--- config.mk ---
export PLATFORM = sky130hd
export DESIGN_NAME = midi_note_router_chord_mono
export DESIGN_NICKNAME = d
export VERILOG_FILES = /design/src/rtl/mnr_pkg.sv /design/src/rtl/midi_note_router_chord_mono.sv /design/src/rtl/mnr_cell.sv /design/src/rtl/mnr_stack.sv /design/src/rtl/mnr_plan.sv
export SDC_FILE = /design/constraint.sdc
export NUM_CORES = 1
export LEC_CHECK = 0
export BUFFER_PORTS_ARGS = -buffer_cell sky130_fd_sc_hd__buf_2
export CELL_PAD_IN_SITES_DETAIL_PLACEMENT = 1
export CELL_PAD_IN_SITES_GLOBAL_PLACEMENT = 2
export CORE_MARGIN = 8
export CORE_UTILIZATION = 43
export CTS_BUF_LIST = sky130_fd_sc_hd__clkbuf_2
export CTS_CLUSTER_DIAMETER = 30
export DETAILED_ROUTE_END_ITERATION = 10
export MAX_ROUTING_LAYER = met4
export PLACE_DENSITY_LB_ADDON = 0.05
export SETUP_SLACK_MARGIN = 0.02
export SLEW_MARGIN = 10
export SYNTH_ARGS = -nofsm -noshare
export SYNTH_HDL_FRONTEND = slang
export SYNTH_SLANG_ARGS = --single-unit
--- constraint.sdc ---
create_clock -name clk -period 6.4 [get_ports clk]
set_input_delay 0 -clock clk [delete_from_list [all_inputs] [get_ports clk]]
set_output_delay 0 -clock clk [all_outputs]
set_load 0.005 [all_outputs]
--- src/rtl/mnr_pkg.sv ---
`timescale 1ns / 1ps

package mnr_pkg;

	localparam int HELD_DEPTH_DEF = 16;
	localparam int NUM_RES        = 6;
	localparam int RES_IW         = $clog2(NUM_RES);

	localparam logic [7:0] NONE_NOTE  = 8'hFF;
	localparam logic [6:0] RETRIG_VEL = 7'd108;

	localparam logic [3:0] NIB_NOTE_ON  = 4'h9;
	localparam logic [3:0] NIB_NOTE_OFF = 4'h8;

	localparam logic [1:0] MODE_POLY   = 2'd0;
	localparam logic [1:0] MODE_LEGATO = 2'd1;
	localparam logic [1:0] MODE_RETRIG = 2'd2;

	localparam logic [1:0] CFG_CHORD_ENABLE = 2'd0;
	localparam logic [1:0] CFG_CHORD_MINOR  = 2'd1;
	localparam logic [1:0] CFG_PLAY_MODE    = 2'd2;

	typedef struct packed {
		logic [7:0]  status_byte;
		logic [6:0]  data_one;
		logic [6:0]  data_two;
		logic [15:0] event_offset;
	} in_item_t;

	typedef struct packed {
		logic        midi_valid;
		logic [7:0]  out_status;
		logic [6:0]  out_data_one;
		logic [6:0]  out_data_two;
		logic [15:0] out_offset;
		logic        glide_valid;
		logic [6:0]  glide_note;
		logic        glide_instant;
		logic        last_of_run;
	} out_item_t;

	typedef struct packed {
		logic clear;
		logic remove;
		logic push;
	} stack_ctl_t;

	typedef struct packed {
		logic       empty;
		logic [6:0] top;
	} stack_sts_t;

	// chord intervals relative to the root, in semitones
	function automatic logic signed [8:0] chord_ofs(input logic [RES_IW-1:0] idx,
		input logic minor);
		logic signed [8:0] ofs;
		case (idx)
			3'd0: ofs = -9'sd12;
			3'd1: ofs = 9'sd0;
			3'd2: ofs = 9'sd7;
			3'd3: ofs = minor ? 9'sd15 : 9'sd16;
			3'd4: ofs = 9'sd19;
			3'd5: ofs = minor ? 9'sd34 : 9'sd35;
			default: ofs = 9'sd0;
		endcase
		return ofs;
	endfunction

endpackage

--- src/rtl/midi_note_router_chord_mono.sv ---
`timescale 1ns / 1ps

// The first result is registered on rsp after the item has passed the REMOVE, PUSH, PLAN and EMIT states.
// A new item is taken only back in IDLE, once the last result is loaded; the sequencer walks
// the six-slot buffer one slot a cycle while rsp_stall does not hold the output register.
// The held-note stack is a row of cells with the newest note in cell 0.
// Reset: config registers zero, stack empty, started and sounding notes none;
// no clearing pass, the block takes an item right after reset.
module midi_note_router_chord_mono #(
	parameter int HELD_DEPTH = mnr_pkg::HELD_DEPTH_DEF
) (
	input  logic               clk,
	input  logic               arst_n,
	input  logic               req_valid,
	output logic               req_stall,
	input  mnr_pkg::in_item_t  req_item,
	output logic               rsp_valid,
	input  logic               rsp_stall,
	output mnr_pkg::out_item_t rsp_item,
	input  logic               cfg_valid,
	output logic               cfg_ready,
	input  logic [1:0]         cfg_index,
	input  logic [1:0]         cfg_data
);

	typedef enum logic [4:0] {
		ST_IDLE   = 5'b00001,
		ST_REMOVE = 5'b00010,
		ST_PUSH   = 5'b00100,
		ST_PLAN   = 5'b01000,
		ST_EMIT   = 5'b10000
	} state_t;

	state_t                         state_q;
	logic                           chord_enable_q;
	logic                           chord_minor_q;
	logic [1:0]                     play_mode_q;
	mnr_pkg::in_item_t              item_q;
	logic                           on_q;
	logic                           off_q;
	logic [1:0]                     mode_q;
	logic [7:0]                     started_q;
	logic [7:0]                     sounding_q;
	mnr_pkg::out_item_t             res_q [mnr_pkg::NUM_RES];
	logic [mnr_pkg::NUM_RES-1:0]    res_vld_q;
	logic [mnr_pkg::RES_IW-1:0]     k_q;
	mnr_pkg::out_item_t             out_q;
	logic                           out_valid_q;

	logic                           accept;
	logic [3:0]                     hi;
	logic                           dec_on;
	logic                           dec_off;
	logic                           mono_q;
	mnr_pkg::stack_ctl_t            ctl;
	mnr_pkg::stack_sts_t            sts;
	mnr_pkg::out_item_t             plan_res [mnr_pkg::NUM_RES];
	logic [mnr_pkg::NUM_RES-1:0]    plan_vld;
	logic [7:0]                     plan_started;
	logic [7:0]                     plan_sounding;
	logic                           plan_clear;
	logic                           can_load;
	logic                           load;
	logic                           last_k;
	mnr_pkg::out_item_t             emit_res;

	assign accept    = req_valid && !req_stall;
	assign req_stall = (state_q != ST_IDLE);
	assign cfg_ready = 1'b1;

	assign hi      = req_item.status_byte[7:4];
	assign dec_on  = (hi == mnr_pkg::NIB_NOTE_ON) && (req_item.data_two != 7'd0);
	assign dec_off = (hi == mnr_pkg::NIB_NOTE_OFF)
		|| ((hi == mnr_pkg::NIB_NOTE_ON) && (req_item.data_two == 7'd0));
	assign mono_q  = (mode_q == mnr_pkg::MODE_LEGATO) || (mode_q == mnr_pkg::MODE_RETRIG);

	assign ctl.remove = (state_q == ST_REMOVE) && mono_q && (on_q || off_q);
	assign ctl.push   = (state_q == ST_PUSH) && mono_q && on_q;
	assign ctl.clear  = (state_q == ST_PLAN) && plan_clear;

	mnr_stack #(
		.DEPTH (HELD_DEPTH)
	) u_stack (
		.clk    (clk),
		.arst_n (arst_n),
		.ctl    (ctl),
		.key    (item_q.data_one),
		.sts    (sts)
	);

	mnr_plan u_plan (
		.item         (item_q),
		.is_on        (on_q),
		.is_off       (off_q),
		.mode         (mode_q),
		.chord_enable (chord_enable_q),
		.chord_minor  (chord_minor_q),
		.started      (started_q),
		.sounding     (sounding_q),
		.sts          (sts),
		.res          (plan_res),
		.vld          (plan_vld),
		.nxt_started  (plan_started),
		.nxt_sounding (plan_sounding),
		.clear        (plan_clear)
	);

	// a slot is last when no later slot holds a result
	always_comb begin
		last_k = 1'b1;
		for (int i = 0; i < mnr_pkg::NUM_RES; i++) begin
			if (res_vld_q[i] && (mnr_pkg::RES_IW'(i) > k_q)) begin
				last_k = 1'b0;
			end
		end
	end

	always_comb begin
		emit_res             = res_q[k_q];
		emit_res.last_of_run = last_k;
	end

	assign can_load = !out_valid_q || !rsp_stall;
	assign load     = (state_q == ST_EMIT) && can_load && res_vld_q[k_q];

	always_ff @(posedge clk or negedge arst_n) begin
		if (!arst_n) begin
			chord_enable_q <= 1'b0;
			chord_minor_q  <= 1'b0;
			play_mode_q    <= mnr_pkg::MODE_POLY;
		end else if (cfg_valid && cfg_ready) begin
			case (cfg_index)
				mnr_pkg::CFG_CHORD_ENABLE: chord_enable_q <= cfg_data[0];
				mnr_pkg::CFG_CHORD_MINOR:  chord_minor_q  <= cfg_data[0];
				mnr_pkg::CFG_PLAY_MODE:    play_mode_q    <= cfg_data;
				default: ;
			endcase
		end
	end

	always_ff @(posedge clk or negedge arst_n) begin
		if (!arst_n) begin
			state_q    <= ST_IDLE;
			started_q  <= mnr_pkg::NONE_NOTE;
			sounding_q <= mnr_pkg::NONE_NOTE;
			res_vld_q  <= '0;
			k_q        <= '0;
		end else begin
			case (state_q)
				ST_IDLE: begin
					if (accept) begin
						state_q <= ST_REMOVE;
					end
				end
				ST_REMOVE: state_q <= ST_PUSH;
				ST_PUSH:   state_q <= ST_PLAN;
				ST_PLAN: begin
					started_q  <= plan_started;
					sounding_q <= plan_sounding;
					res_vld_q  <= plan_vld;
					k_q        <= '0;
					state_q    <= (plan_vld != '0) ? ST_EMIT : ST_IDLE;
				end
				ST_EMIT: begin
					if (can_load) begin
						if (res_vld_q[k_q] && last_k) begin
							state_q <= ST_IDLE;
						end else begin
							k_q <= k_q + mnr_pkg::RES_IW'(1);
						end
					end
				end
				default: state_q <= ST_IDLE;
			endcase
		end
	end

	always_ff @(posedge clk) begin
		if (accept) begin
			item_q <= req_item;
			on_q   <= dec_on;
			off_q  <= dec_off;
			mode_q <= chord_enable_q ? mnr_pkg::MODE_POLY : play_mode_q;
		end
		if (state_q == ST_PLAN) begin
			res_q <= plan_res;
		end
	end

	always_ff @(posedge clk or negedge arst_n) begin
		if (!arst_n) begin
			out_valid_q <= 1'b0;
		end else if (load) begin
			out_valid_q <= 1'b1;
		end else if (!rsp_stall) begin
			out_valid_q <= 1'b0;
		end
	end

	always_ff @(posedge clk) begin
		if (load) begin
			out_q <= emit_res;
		end
	end

	assign rsp_valid = out_valid_q;
	assign rsp_item  = out_q;

endmodule

--- src/rtl/mnr_cell.sv ---
`timescale 1ns / 1ps

module mnr_cell (
	input  logic                clk,
	input  mnr_pkg::stack_ctl_t ctl,
	input  logic                occ,
	input  logic [6:0]          key,
	input  logic [6:0]          newer,
	input  logic [6:0]          older,
	input  logic                seen_in,
	output logic                seen_out,
	output logic [6:0]          note
);

	logic [6:0] note_q;
	logic       hit;

	assign hit      = occ && (note_q == key);
	assign seen_out = seen_in | hit;
	assign note     = note_q;

	// push shifts toward the old end; removal closes the gap from the old end
	always_ff @(posedge clk) begin
		if (ctl.push) begin
			note_q <= newer;
		end else if (ctl.remove && seen_out) begin
			note_q <= older;
		end
	end

endmodule

--- src/rtl/mnr_stack.sv ---
`timescale 1ns / 1ps

module mnr_stack #(
	parameter int DEPTH = mnr_pkg::HELD_DEPTH_DEF
) (
	input  logic                clk,
	input  logic                arst_n,
	input  mnr_pkg::stack_ctl_t ctl,
	input  logic [6:0]          key,
	output mnr_pkg::stack_sts_t sts
);

	localparam int CW = $clog2(DEPTH + 1);

	logic [CW-1:0] count_q;
	logic [6:0]    notes [DEPTH];
	logic          seen  [DEPTH+1];

	assign seen[0] = 1'b0;

	// cell 0 holds the newest note
	for (genvar j = 0; j < DEPTH; j++) begin : g_cell
		logic [6:0] newer_n;
		logic [6:0] older_n;
		if (j == 0) begin : g_first
			assign newer_n = key;
		end else begin : g_mid
			assign newer_n = notes[j-1];
		end
		if (j == DEPTH - 1) begin : g_last
			assign older_n = notes[j];
		end else begin : g_inner
			assign older_n = notes[j+1];
		end
		mnr_cell u_cell (
			.clk      (clk),
			.ctl      (ctl),
			.occ      (CW'(j) < count_q),
			.key      (key),
			.newer    (newer_n),
			.older    (older_n),
			.seen_in  (seen[j]),
			.seen_out (seen[j+1]),
			.note     (notes[j])
		);
	end

	always_ff @(posedge clk or negedge arst_n) begin
		if (!arst_n) begin
			count_q <= '0;
		end else if (ctl.clear) begin
			count_q <= '0;
		end else if (ctl.remove && seen[DEPTH]) begin
			count_q <= count_q - CW'(1);
		end else if (ctl.push && (count_q != CW'(DEPTH))) begin
			count_q <= count_q + CW'(1);
		end
	end

	assign sts.empty = (count_q == '0);
	assign sts.top   = notes[0];

endmodule

--- src/rtl/mnr_plan.sv ---
`timescale 1ns / 1ps

module mnr_plan (
	input  mnr_pkg::in_item_t   item,
	input  logic                is_on,
	input  logic                is_off,
	input  logic [1:0]          mode,
	input  logic                chord_enable,
	input  logic                chord_minor,
	input  logic [7:0]          started,
	input  logic [7:0]          sounding,
	input  mnr_pkg::stack_sts_t sts,
	output mnr_pkg::out_item_t  res [mnr_pkg::NUM_RES],
	output logic [mnr_pkg::NUM_RES-1:0] vld,
	output logic [7:0]          nxt_started,
	output logic [7:0]          nxt_sounding,
	output logic                clear
);

	logic signed [8:0]   chord_n [mnr_pkg::NUM_RES];
	logic                note_ev;
	logic                mono;
	logic [3:0]          ch;
	logic [7:0]          key8;
	mnr_pkg::out_item_t  pass;

	assign note_ev = is_on || is_off;
	assign mono    = (mode == mnr_pkg::MODE_LEGATO) || (mode == mnr_pkg::MODE_RETRIG);
	assign ch      = item.status_byte[3:0];
	assign key8    = {1'b0, item.data_one};

	always_comb begin
		for (int i = 0; i < mnr_pkg::NUM_RES; i++) begin
			chord_n[i] = $signed({2'b00, item.data_one})
				+ mnr_pkg::chord_ofs(mnr_pkg::RES_IW'(i), chord_minor);
		end
	end

	always_comb begin
		pass               = '0;
		pass.midi_valid    = 1'b1;
		pass.out_status    = item.status_byte;
		pass.out_data_one  = item.data_one;
		pass.out_data_two  = item.data_two;
		pass.out_offset    = item.event_offset;
	end

	always_comb begin
		for (int i = 0; i < mnr_pkg::NUM_RES; i++) begin
			res[i]            = '0;
			res[i].out_offset = item.event_offset;
		end
		vld          = '0;
		nxt_started  = started;
		nxt_sounding = sounding;
		clear        = 1'b0;

		if (!mono) begin
			clear        = 1'b1;
			nxt_started  = mnr_pkg::NONE_NOTE;
			nxt_sounding = mnr_pkg::NONE_NOTE;
			if (chord_enable && note_ev) begin
				for (int i = 0; i < mnr_pkg::NUM_RES; i++) begin
					vld[i]              = (chord_n[i][8:7] == 2'b00);
					res[i].midi_valid   = 1'b1;
					res[i].out_status   = {is_on ? mnr_pkg::NIB_NOTE_ON
						: mnr_pkg::NIB_NOTE_OFF, ch};
					res[i].out_data_one = chord_n[i][6:0];
					res[i].out_data_two = is_on ? item.data_two : 7'd0;
				end
			end else begin
				res[0] = pass;
				vld[0] = 1'b1;
			end
		end else if (!note_ev) begin
			res[0] = pass;
			vld[0] = 1'b1;
		end else if (mode == mnr_pkg::MODE_LEGATO) begin
			if (is_on) begin
				vld[0]              = 1'b1;
				nxt_sounding        = key8;
				res[0].glide_valid  = 1'b1;
				res[0].glide_note   = item.data_one;
				if (started == mnr_pkg::NONE_NOTE) begin
					res[0]               = pass;
					res[0].glide_valid   = 1'b1;
					res[0].glide_note    = item.data_one;
					res[0].glide_instant = 1'b1;
					nxt_started          = key8;
				end
			end else if ((key8 == started) || (key8 == sounding)) begin
				vld[0] = 1'b1;
				if (sts.empty) begin
					// release carries the started note so the voice stops
					res[0]              = pass;
					res[0].out_data_one = started[6:0];
					nxt_started         = mnr_pkg::NONE_NOTE;
					nxt_sounding        = mnr_pkg::NONE_NOTE;
				end else begin
					res[0].glide_valid = 1'b1;
					res[0].glide_note  = sts.top;
					nxt_sounding       = {1'b0, sts.top};
				end
			end
		end else begin
			if (is_on) begin
				nxt_sounding = key8;
				if (sounding != mnr_pkg::NONE_NOTE) begin
					res[0].midi_valid   = 1'b1;
					res[0].out_status   = {mnr_pkg::NIB_NOTE_OFF, ch};
					res[0].out_data_one = sounding[6:0];
					res[1]              = pass;
					vld[1:0]            = 2'b11;
				end else begin
					res[0] = pass;
					vld[0] = 1'b1;
				end
			end else if (key8 == sounding) begin
				res[0] = pass;
				vld[0] = 1'b1;
				if (sts.empty) begin
					nxt_sounding = mnr_pkg::NONE_NOTE;
				end else begin
					res[1].midi_valid   = 1'b1;
					res[1].out_status   = {mnr_pkg::NIB_NOTE_ON, ch};
					res[1].out_data_one = sts.top;
					res[1].out_data_two = mnr_pkg::RETRIG_VEL;
					vld[1]              = 1'b1;
					nxt_sounding        = {1'b0, sts.top};
				end
			end
		end
	end

endmodule
==> results of run 1 <==
==> cell type report <==
| type | instances | area, µm² |
|---|---|---|
| Clock buffer | 144 | 721 |
| Multi-Input combinational cell | 1106 | 6490 |
| Inverter | 43 | 164 |
| Tap cell | 525 | 657 |
| Fill cell | 4395 | 19300 |
| Timing Repair Buffer | 232 | 1790 |
| Antenna cell | 4 | 10.0 |
| Sequential cell | 354 | 10500 |
| Clock inverter | 46 | 335 |
==> metal layers <==
metal,vias to the layer above,routed length (µm),track usage [%]
met5,-,0,-
met4,0,1560,9.08
met3,100,1850,4.33
met2,254,26900,39.2
met1,6466,21300,25.2
li1,6145,-,-
==> registers in the layout, summed over array words and instances, names as in the netlist, 2 cells and up <==
register                    cells
res_vld_q                       6
mode_q                          2
u_stack.g_cell.u_cell.note    112
rsp_item                       49
play_mode_q                     2
k_q                             3
started_q                       8
state_q                         5
item_q                         38
sounding_q                      8
u_stack.count_q                 5
res_q                         111
==> worst reg2reg max path, stage by stage (launching register included) <==
cell and delay [ps]:
sky130_fd_sc_hd__edfxtp_1 400, sky130_fd_sc_hd__ha_1 750, sky130_fd_sc_hd__nor2b_1 170, sky130_fd_sc_hd__nand4_1 130, sky130_fd_sc_hd__buf_4 480, sky130_fd_sc_hd__inv_2 570
sky130_fd_sc_hd__nor2_1 310, sky130_fd_sc_hd__nand4_1 500, sky130_fd_sc_hd__nor2_1 480, sky130_fd_sc_hd__o21ai_0 470
==> where the power goes <==
| group | switching, W | total (W) | internal (W) |
|---|---|---|---|
| Sequential | 0.000225 | 0.00310 | 0.00287 |
| Clock | 0.00104 | 0.00187 | 0.000829 |
| Combinational | 0.00118 | 0.00188 | 0.000702 |
| Total | 0.00244 | 0.00684 | 0.00440 |
==> per-stage QoR <==
step                utilization (%)  setup slack [ps]  power [W]
global placement               46.2              2050    0.00491
CTS                            51.6              1780    0.00691
global route                   51.7              1330    0.00723
floorplan                         -              1590    0.00433
finish                         51.7              1710    0.00684
detailed placement             46.2              1800    0.00497
==> worst paths after layout <==
| check | from | to | slack, ps | cells after the start |
|---|---|---|---|---|
| min in group asynchronous | arst_n | k_q[2] | 520 | 5 |
| max | mode_q[1] | u_stack.g_cell[12].u_cell.note[1] | 1710 | 9 |
| max reg2reg | mode_q[1] | u_stack.g_cell[12].u_cell.note[1] | 1710 | 9 |
| min | req_item[5] | item_q[5] | 160 | 3 |
| min reg2reg | item_q[7] | res_q[262] | 360 | 0 |
| max in group asynchronous | arst_n | sounding_q[0] | 5570 | 5 |
==> cells by family after synthesis <==
kind of cell             after synthesis  share of synthesized area (%)
adder cells (fa/ha/maj)               21                           1.55
flip-flops                           354                           59.9
multiplexers                          52                           3.14
AND/OR/NAND/NOR                      694                           18.0
XOR/XNOR                             144                           7.23
other                                  1                         0.0215
buffers and inverters                129                           2.98
AO/OA/AOI/OAI                        194                           7.11
==> placed cells by master (no fill, tap or decap), types with 5 or more instances in the layout <==
cell                            instances
sky130_fd_sc_hd__buf_2                 97
sky130_fd_sc_hd__mux2_2                12
sky130_fd_sc_hd__xnor2_1               93
sky130_fd_sc_hd__a21o_1                10
sky130_fd_sc_hd__o21ai_0               48
sky130_fd_sc_hd__clkinv_1              25
sky130_fd_sc_hd__or3_1                  9
sky130_fd_sc_hd__nor2b_1               16
sky130_fd_sc_hd__a21oi_1               60
sky130_fd_sc_hd__nor4_1                16
sky130_fd_sc_hd__and2_1                44
sky130_fd_sc_hd__clkinv_2              13
sky130_fd_sc_hd__a22o_1                 7
sky130_fd_sc_hd__a211oi_1              12
sky130_fd_sc_hd__and3_1                14
sky130_fd_sc_hd__buf_4                 23
sky130_fd_sc_hd__nand2_1              385
sky130_fd_sc_hd__nor3b_1                5
sky130_fd_sc_hd__inv_1                 40
sky130_fd_sc_hd__nor3_1                27
sky130_fd_sc_hd__xor2_1                51
sky130_fd_sc_hd__dfrtp_1               22
sky130_fd_sc_hd__nand2b_1               6
sky130_fd_sc_hd__mux2i_1               39
sky130_fd_sc_hd__nand4_1               29
sky130_fd_sc_hd__dfstp_2               17
sky130_fd_sc_hd__ha_1                  20
sky130_fd_sc_hd__nor2_1                95
sky130_fd_sc_hd__clkbuf_2             144
sky130_fd_sc_hd__dlygate4sd3_1        111
sky130_fd_sc_hd__bufinv_16              5
sky130_fd_sc_hd__edfxtp_1             314
sky130_fd_sc_hd__nand3_1               23
sky130_fd_sc_hd__o22a_1                 7
==> timing repair <==
item                                   4_1_cts  5_1_grt
hold buffers                               112        0
resized for setup                            0        0
endpoints found under the hold margin      182        0
==> impl_metrics.tcl, run 1 <==
set metrics [dict create \
    drive_gt1_share_pct 17.7 \
    cp-end-kind "flop" \
    grt_pass1_wl_mm 80.8 \
    seq_area_frac_synth_pct 59.9 \
    std_cell_rows 73 \
    setup_total_negative_slack_ps 0 \
    fp.dieArea_um2 47200 \
    irDropWorstVdd_v 0.000160 \
    post-route-min-period_ps 4690 \
    worst_hold_path_class "in2reg" \
    async_flop_share_pct 11.3 \
    criticalPathCategory "reg2reg" \
    worstMarginPinSlew_ps 1050 \
    maxCapViolCount 0 \
    num_cts_buffers 102 \
    finish.net_count 1907 \
    timing.critical_path.slowest_cell_delay_ps 750 \
    place_hpwl_mm 33.1 \
    crit_required_ps 7070 \
    syn_inst 1589 \
    crit_path_cell_trace "ha_1 > nor2b_1 > nand4_1 > buf_4 > inv_2 > nor2_1 > nand4_1 > nor2_1 > o21ai_0" \
    wire_per_inst_um 21.0 \
    grt_antenna_before_repair 4 \
    route.final.wire_length_mm 51.6 \
    layout.cells.non_filler 2454 \
    synth_common_cells "sky130_fd_sc_hd__nand2_1, sky130_fd_sc_hd__edfxtp_1, sky130_fd_sc_hd__nor2_1, sky130_fd_sc_hd__xnor2_1, sky130_fd_sc_hd__a21oi_1" \
    yosysTopAreaCellShare_pct 54.1 \
    max_freq_mhz 213 \
    ant_nets 0 \
    ys_ff_latch 354 \
    critPathArrivalTime_ps 5360 \
    number_of_iterations_in_the_first_detailed_routing_pass 5 \
    fin_crit_sh_pct 73.2 \
    postSynth.topFlopCell "sky130_fd_sc_hd__edfxtp_1" \
    final_max_slew_viol_count 0 \
    first_global_vias 14400 \
    synth.net_count 1657 \
    netlist_top_cells_area "sky130_fd_sc_hd__edfxtp_1, sky130_fd_sc_hd__nand2_1, sky130_fd_sc_hd__xnor2_1, sky130_fd_sc_hd__dfrtp_1, sky130_fd_sc_hd__dfstp_2" \
    num_io_pins 99 \
    route.vias.total 13000 \
    core_um2 39900 \
    worst_clock_skew_ps 90.7 \
    timing.critical_path.from_type "flop" \
    cts.sink_count 354 \
    routed_via_density 5.28 \
    hold-worst-slack_ps 158 \
    status "finished, final reports clean" \
    initial_utilization_pct 43.7 \
    yosys_cell_types 70 \
    placement.io_buffers 97 \
    clkSlewWorstSetupHoldPaths_ps 110 \
    timing.final.setup_violations 0 \
    hold_viol 0 \
    drc_errors 0 \
    critical-path-top-delay-family "simple AND/OR/NAND/NOR gates" \
    max_slew_margin_pct 29.3 \
    postLayoutCellArea_um2 20600 \
    clock_tree.buffer_depth 3 \
    clk_root_buffer_cell "sky130_fd_sc_hd__clkbuf_2" \
    grt_util_all_layers_pct 22.5 \
    clk-insertion-delay-late_ps 1110 \
    synth-edff-count 314 \
    leakage_nw 8.09 \
    die_w_um 217 \
    critPathMaxFanout 53 \
    floorplan.die.height_um 217 \
    cts_setup_buffers 0 \
    grt-ovfl-total 0 \
    gp_routability_congestion 0.865 \
    area_delta_synth_final_pct 18.3 \
    crit_slowest_cell "sky130_fd_sc_hd__ha_1" \
    yosys_warn_count 0 \
    avgSynthCellArea_um2 11.0 \
    drt_first_iter_violations 801 \
    grt_max_degree 68 \
    power_density_nw_per_um2 332 \
    dpl.cell_count 2148 \
    yosysMostFrequentCell "sky130_fd_sc_hd__nand2_1" \
    rsz0062_at_grt "no" \
    mappedNetlistArea_um2 17400 \
    netlist.top_cell.by_area "sky130_fd_sc_hd__edfxtp_1" \
    clock_tree_from_tritoncts "done" \
    clock_tree.htree_level_count 3 \
    cp.buffers_inverters 2 \
    placement_stage_cell_area_um2 18400 \
]
(Power assumes the default switching activity.)
==> run 2, diff against run 1 <==
==> constraint.sdc (replaced) <==
create_clock -name clk -period 4.9 [get_ports clk]
set_input_delay 0 -clock clk [delete_from_list [all_inputs] [get_ports clk]]
set_output_delay 0 -clock clk [all_outputs]
set_load 0.005 [all_outputs]
==> run 2 against run 1 <==
- cell count decreased by 0.61%
- total power is 28% higher
- worst hold slack gained 56 ps
- combinational power is 29% higher
- first-iteration DRC count shrank 21%
- non-clock buffer count is 7 lower
- sequential share of layout area up 0.45 points
- routed wire length is 1.4% higher
- clock skew down 18 ps
==> impl_metrics.tcl, run 2 (synthesized netlist as in run 1, its figures left out) <==
set metrics [dict create \
    maxCapViolCount 0 \
    cts_setup_buffers 0 \
    critPathMaxFanout 9 \
    startpoint "state_q[2]" \
    worst_slack_ps 1030 \
    die_w_um 217 \
    placement.setup.worst_slack_ps 1010 \
    route.vias.total 12900 \
    power_density_nw_per_um2 429 \
    critPathArrivalTime_ps 4520 \
    timing.reg2reg.setup_slack_ps 1030 \
    placement.io_buffers 97 \
    worstMarginPinSlew_ps 1170 \
    clk_root_buffer_cell "sky130_fd_sc_hd__clkbuf_2" \
    grt-ovfl-total 0 \
    area_delta_synth_final_pct 17.2 \
    floorplan.die.height_um 217 \
    setup_total_negative_slack_ps 0 \
    route.final.wire_length_mm 52.4 \
    seqCellArea_um2 10500 \
    crit-reg2reg-launch "state_q[2]" \
    clock_tree.htree_level_count 3 \
    final_max_slew_viol_count 0 \
    criticalPathCategory "reg2reg" \
    clkSlewWorstSetupHoldPaths_ps 100 \
    clk-insertion-delay-late_ps 1050 \
    layout_commonest_cell "sky130_fd_sc_hd__nand2_1" \
    crit_required_ps 5550 \
    drt_first_iter_violations 629 \
    num_cts_buffers 101 \
    regToRegEndpoint "u_stack.g_cell[12].u_cell.note[0]" \
    timing.critical_path.from_type "flop" \
    grt_antenna_before_repair 3 \
    max_slew_margin_pct 21.8 \
    max_freq_mhz 258 \
    timing.final.setup_violations 0 \
    post-route-min-period_ps 3870 \
    worst_clock_skew_ps 72.6 \
    routed_via_density 5.29 \
    std_cell_rows 73 \
    worst_r2r_path_depth 7 \
    grt_max_degree 111 \
    initial_utilization_pct 43.7 \
    leakage_nw 8.04 \
    gp_routability_congestion 0.886 \
    endpoint_of_the_worst_setup_timing_path "u_stack.g_cell[12].u_cell.note[0]" \
    ant_nets 0 \
    core_um2 39900 \
    num_io_pins 99 \
    drc_errors 0 \
    place_hpwl_mm 35.0 \
    wire_per_inst_um 21.5 \
    cp-end-kind "flop" \
    grt_pass1_wl_mm 81.7 \
    hold_viol 0 \
    status "finished, final reports clean" \
    fin_crit_sh_pct 79.0 \
    drive_gt1_share_pct 18.1 \
    grt_util_all_layers_pct 22.8 \
    most_frequent_cells_in_the_layout "sky130_fd_sc_hd__nand2_1, sky130_fd_sc_hd__edfxtp_1, sky130_fd_sc_hd__clkbuf_2, sky130_fd_sc_hd__dlygate4sd3_1, sky130_fd_sc_hd__buf_2" \
    irDropWorstVdd_v 0.000198 \
    fill_cells 4443 \
    clock_tree_from_tritoncts "done" \
    worst_hold_path_class "in2reg" \
    rsz0062_at_grt "no" \
    number_of_iterations_in_the_first_detailed_routing_pass 4 \
    largest_register_ffs 112 \
    finish.net_count 1899 \
    multiInputGateArea_um2 6490 \
    first_global_vias 14100 \
    cts.sink_count 354 \
    clock_tree.buffer_depth 3 \
    fp.dieArea_um2 47200 \
]
## run 2: report_power, final
group          internal, W  switching, W
Sequential         0.00375      0.000317
Clock             0.000964       0.00131
Combinational     0.000924       0.00150
Total              0.00564       0.00313
## run 2: worst max-delay path: stages, from the launching register on
cell                        delay (ps)
sky130_fd_sc_hd__dfrtp_1           460
sky130_fd_sc_hd__nor4_1            690
sky130_fd_sc_hd__o2111ai_2         290
sky130_fd_sc_hd__a2111oi_0         790
sky130_fd_sc_hd__nor3_1            140
sky130_fd_sc_hd__nand4_1           470
sky130_fd_sc_hd__nor2_1            220
sky130_fd_sc_hd__o21ai_0           410
## run 2: how the worst min path moves through the flow
stage / slack [ps] / startpoint / to / cells past startpoint
finish: 210 / req_item[14] / item_q[14] / 3
floorplan: -300 / arst_n / chord_enable_q / 0
global placement: 180 / req_item[8] / item_q[8] / 1
detailed placement: 180 / req_item[32] / item_q[32] / 1
CTS: 30 / req_item[9] / item_q[9] / 3
global route: 60 / req_item[4] / item_q[4] / 3
## run 2: repair_timing
item,CTS,global route
hold endpoints to repair,182,0
hold buffers,98,0
resized for setup,0,0
## run 2: layout make-up
class / instances / area share [%]
sequential: 354 / 51.1
multi-input combinational: 1106 / 31.8
tap: 525 / 3.21
clock buffer: 146 / 3.57
inverter: 43 / 0.802
clock inverter: 36 / 1.13
timing repair buffer: 225 / 8.33
antenna: 4 / 0.0490
## run 2: per-layer routing
| metal | part of all wire [%] | GRT usage (%) | vias up |
|---|---|---|---|
| met1 | 42 | 26.2 | 6461 |
| met5 | 0 | - | - |
| met2 | 53 | 40.2 | 230 |
| li1 | - | - | 6125 |
| met4 | 1.9 | 7.37 | 0 |
| met3 | 3.3 | 3.98 | 79 |
## run 2: through the flow
stage	area (µm²)	hold slack, ps	util, %	total power, W	instances
floorplan	17400	-296	-	0.00566	1589
global placement	18500	177	46.3	0.00643	2155
detailed placement	18500	179	46.3	0.00649	2155
CTS	20400	34.2	51.2	0.00885	2435
global route	20400	63.4	51.2	0.00929	2439
finish	20400	213	51.2	0.00877	2439
==> run 3, diff against run 2 <==
==> constraint.sdc (replaced) <==
create_clock -name clk -period 4 [get_ports clk]
set_input_delay 0 -clock clk [delete_from_list [all_inputs] [get_ports clk]]
set_output_delay 0 -clock clk [all_outputs]
set_load 0.005 [all_outputs]
==> run 3 against run 2 <==
- total power is 24% higher
- non-clock buffer count grew 10
- clock skew up 25 ps
- register-to-register slack worse by 350 ps
- combinational power rose by 28%
- sequential share of layout area decreased by 0.27 points
- clock power increased by 23%
- largest power group unchanged
==> impl_metrics.tcl, run 3 (synthesized netlist as in run 1, its figures left out) <==
set metrics [dict create \
    status "finished, final reports clean" \
    timing.hold.worst_endpoint "item_q[8]" \
    grt-ovfl-total 0 \
    die_w_um 217 \
    hold-worst-slack_ps 155 \
    worst_hold_path_class "in2reg" \
    clk-insertion-delay-late_ps 1110 \
    cts.sink_count 354 \
    cp_common_cell "sky130_fd_sc_hd__nor2_1" \
    grt_pass1_wl_mm 82.0 \
    grt_util_all_layers_pct 23.0 \
    worstMarginPinSlew_ps 1080 \
    hold_viol 0 \
    max_slew_margin_pct 27.3 \
    grt_antenna_before_repair 3 \
    routed_via_density 5.33 \
    drc_errors 0 \
    critPathArrivalTime_ps 3960 \
    most_frequent_cells_in_the_layout "sky130_fd_sc_hd__nand2_1, sky130_fd_sc_hd__edfxtp_1, sky130_fd_sc_hd__clkbuf_2, sky130_fd_sc_hd__dlygate4sd3_1, sky130_fd_sc_hd__buf_2" \
    floorplan.die.height_um 217 \
    drt_first_iter_violations 660 \
    timing.critical_path.slowest_cell_delay_ps 520 \
    std_cell_rows 73 \
    finish.net_count 1909 \
    crit_path_cell_trace "ha_1 > o21ba_2 > nand3_1 > nor4_1 > or4_4 > nor2_1 > inv_1 > nor2_1 > o21ai_0" \
    grt_max_degree 81 \
    num_cts_buffers 101 \
    layout_commonest_cell "sky130_fd_sc_hd__nand2_1" \
    max_freq_mhz 301 \
    leakage_nw 8.08 \
    crit-reg2reg-launch "mode_q[1]" \
    worst_slack_ps 675 \
    clkSlewWorstSetupHoldPaths_ps 120 \
    clk_root_buffer_cell "sky130_fd_sc_hd__clkbuf_2" \
    worst_clock_skew_ps 97.2 \
    fp.dieArea_um2 47200 \
    postLayoutCellArea_um2 20600 \
    num_io_pins 99 \
    placement_stage_cell_area_um2 18600 \
    worst_r2r_path_depth 9 \
    regToRegEndpoint "u_stack.g_cell[7].u_cell.note[0]" \
    clock_tree.buffer_depth 3 \
    placement.setup.worst_slack_ps 695 \
    core_um2 39900 \
    power_density_nw_per_um2 527 \
    crit_slowest_cell "sky130_fd_sc_hd__or4_4" \
    post-route-min-period_ps 3320 \
    criticalPathCategory "reg2reg" \
    hold_depth 3 \
    source_of_the_worst_hold_timing_path "req_item[8]" \
    largest_register_ffs 112 \
    route.final.wire_length_mm 52.8 \
    initial_utilization_pct 43.7 \
    setup_total_negative_slack_ps 0 \
    crit_required_ps 4630 \
    rsz0062_at_grt "no" \
    gp_routability_congestion 0.881 \
    number_of_iterations_in_the_first_detailed_routing_pass 7 \
    fill_cells 4437 \
    post-route-util_pct 51.5 \
    ant_nets 0 \
    placement.io_buffers 97 \
    timing.final.setup_violations 0 \
    fin_crit_sh_pct 83.1 \
    place_hpwl_mm 34.4 \
    critPathMaxFanout 8 \
    maxCapViolCount 0 \
    route.vias.total 13000 \
    first_global_vias 14300 \
    clock_tree_from_tritoncts "done" \
    timing.reg2reg.setup_slack_ps 680 \
    cp-end-kind "flop" \
    timing.critical_path.from_type "flop" \
    clock_tree.htree_level_count 3 \
    wire_per_inst_um 21.6 \
    area_delta_synth_final_pct 17.9 \
    drive_gt1_share_pct 18.5 \
    final_max_slew_viol_count 0 \
    irDropWorstVdd_v 0.000233 \
    cts_setup_buffers 0 \
    cts_resized 0 \
]
## run 3: metrics by stage
step | std cells | total power (W)
3_5_place_dp | 2165 | 0.00804
5_1_grt | 2445 | 0.0114
2_1_floorplan | 1589 | 0.00693
4_1_cts | 2441 | 0.0109
3_3_place_gp | 2165 | 0.00795
6_report | 2445 | 0.0108
## run 3: cell type report
| type | count | area, µm² | area share (%) |
|---|---|---|---|
| Sequential cell | 354 | 10500 | 50.9 |
| Multi-Input combinational cell | 1106 | 6490 | 31.6 |
| Timing Repair Buffer | 235 | 1830 | 8.89 |
| Clock buffer | 145 | 726 | 3.53 |
| Tap cell | 525 | 657 | 3.20 |
| Clock inverter | 33 | 228 | 1.11 |
| Inverter | 43 | 165 | 0.804 |
| Antenna cell | 4 | 10.0 | 0.0487 |
## run 3: report_power, final
part	switching, W	internal [W]
Combinational	0.00192	0.00118
Sequential	0.000354	0.00459
Clock	0.00162	0.00118
Total	0.00389	0.00695
## run 3: worst max-delay path by stage
stage / start / end
finish: mode_q[1] / u_stack.g_cell[7].u_cell.note[0]
global route: mode_q[1] / u_stack.g_cell[7].u_cell.note[5]
CTS: mode_q[1] / u_stack.g_cell[7].u_cell.note[0]
detailed placement: mode_q[1] / u_stack.g_cell[7].u_cell.note[4]
global placement: mode_q[1] / u_stack.count_q[2]
floorplan: state_q[1] / u_stack.count_q[1]
## run 3: what timing repair did
item,4_1_cts,5_1_grt
hold buffers,98,0
setup endpoints to repair,0,0
endpoints found under the hold margin,182,0
## run 3: per-layer routing
metal,track usage (%),share of wire (%),vias up
li1,-,-,6136
met1,25.6,40,6498
met2,40.4,53,282
met3,4.19,3.9,117
met4,9.04,3.4,0
met5,-,0,-
## run 3: worst max-delay path, delay by kind of cell (launching register included)
family / cells / cell delay (ps)
DFF: 1 / 410
buffers and inverters: 1 / 200
and+or+nand+nor: 5 / 1370
adders and majority gates: 1 / 320
AOI/OAI and AO/OA: 2 / 640
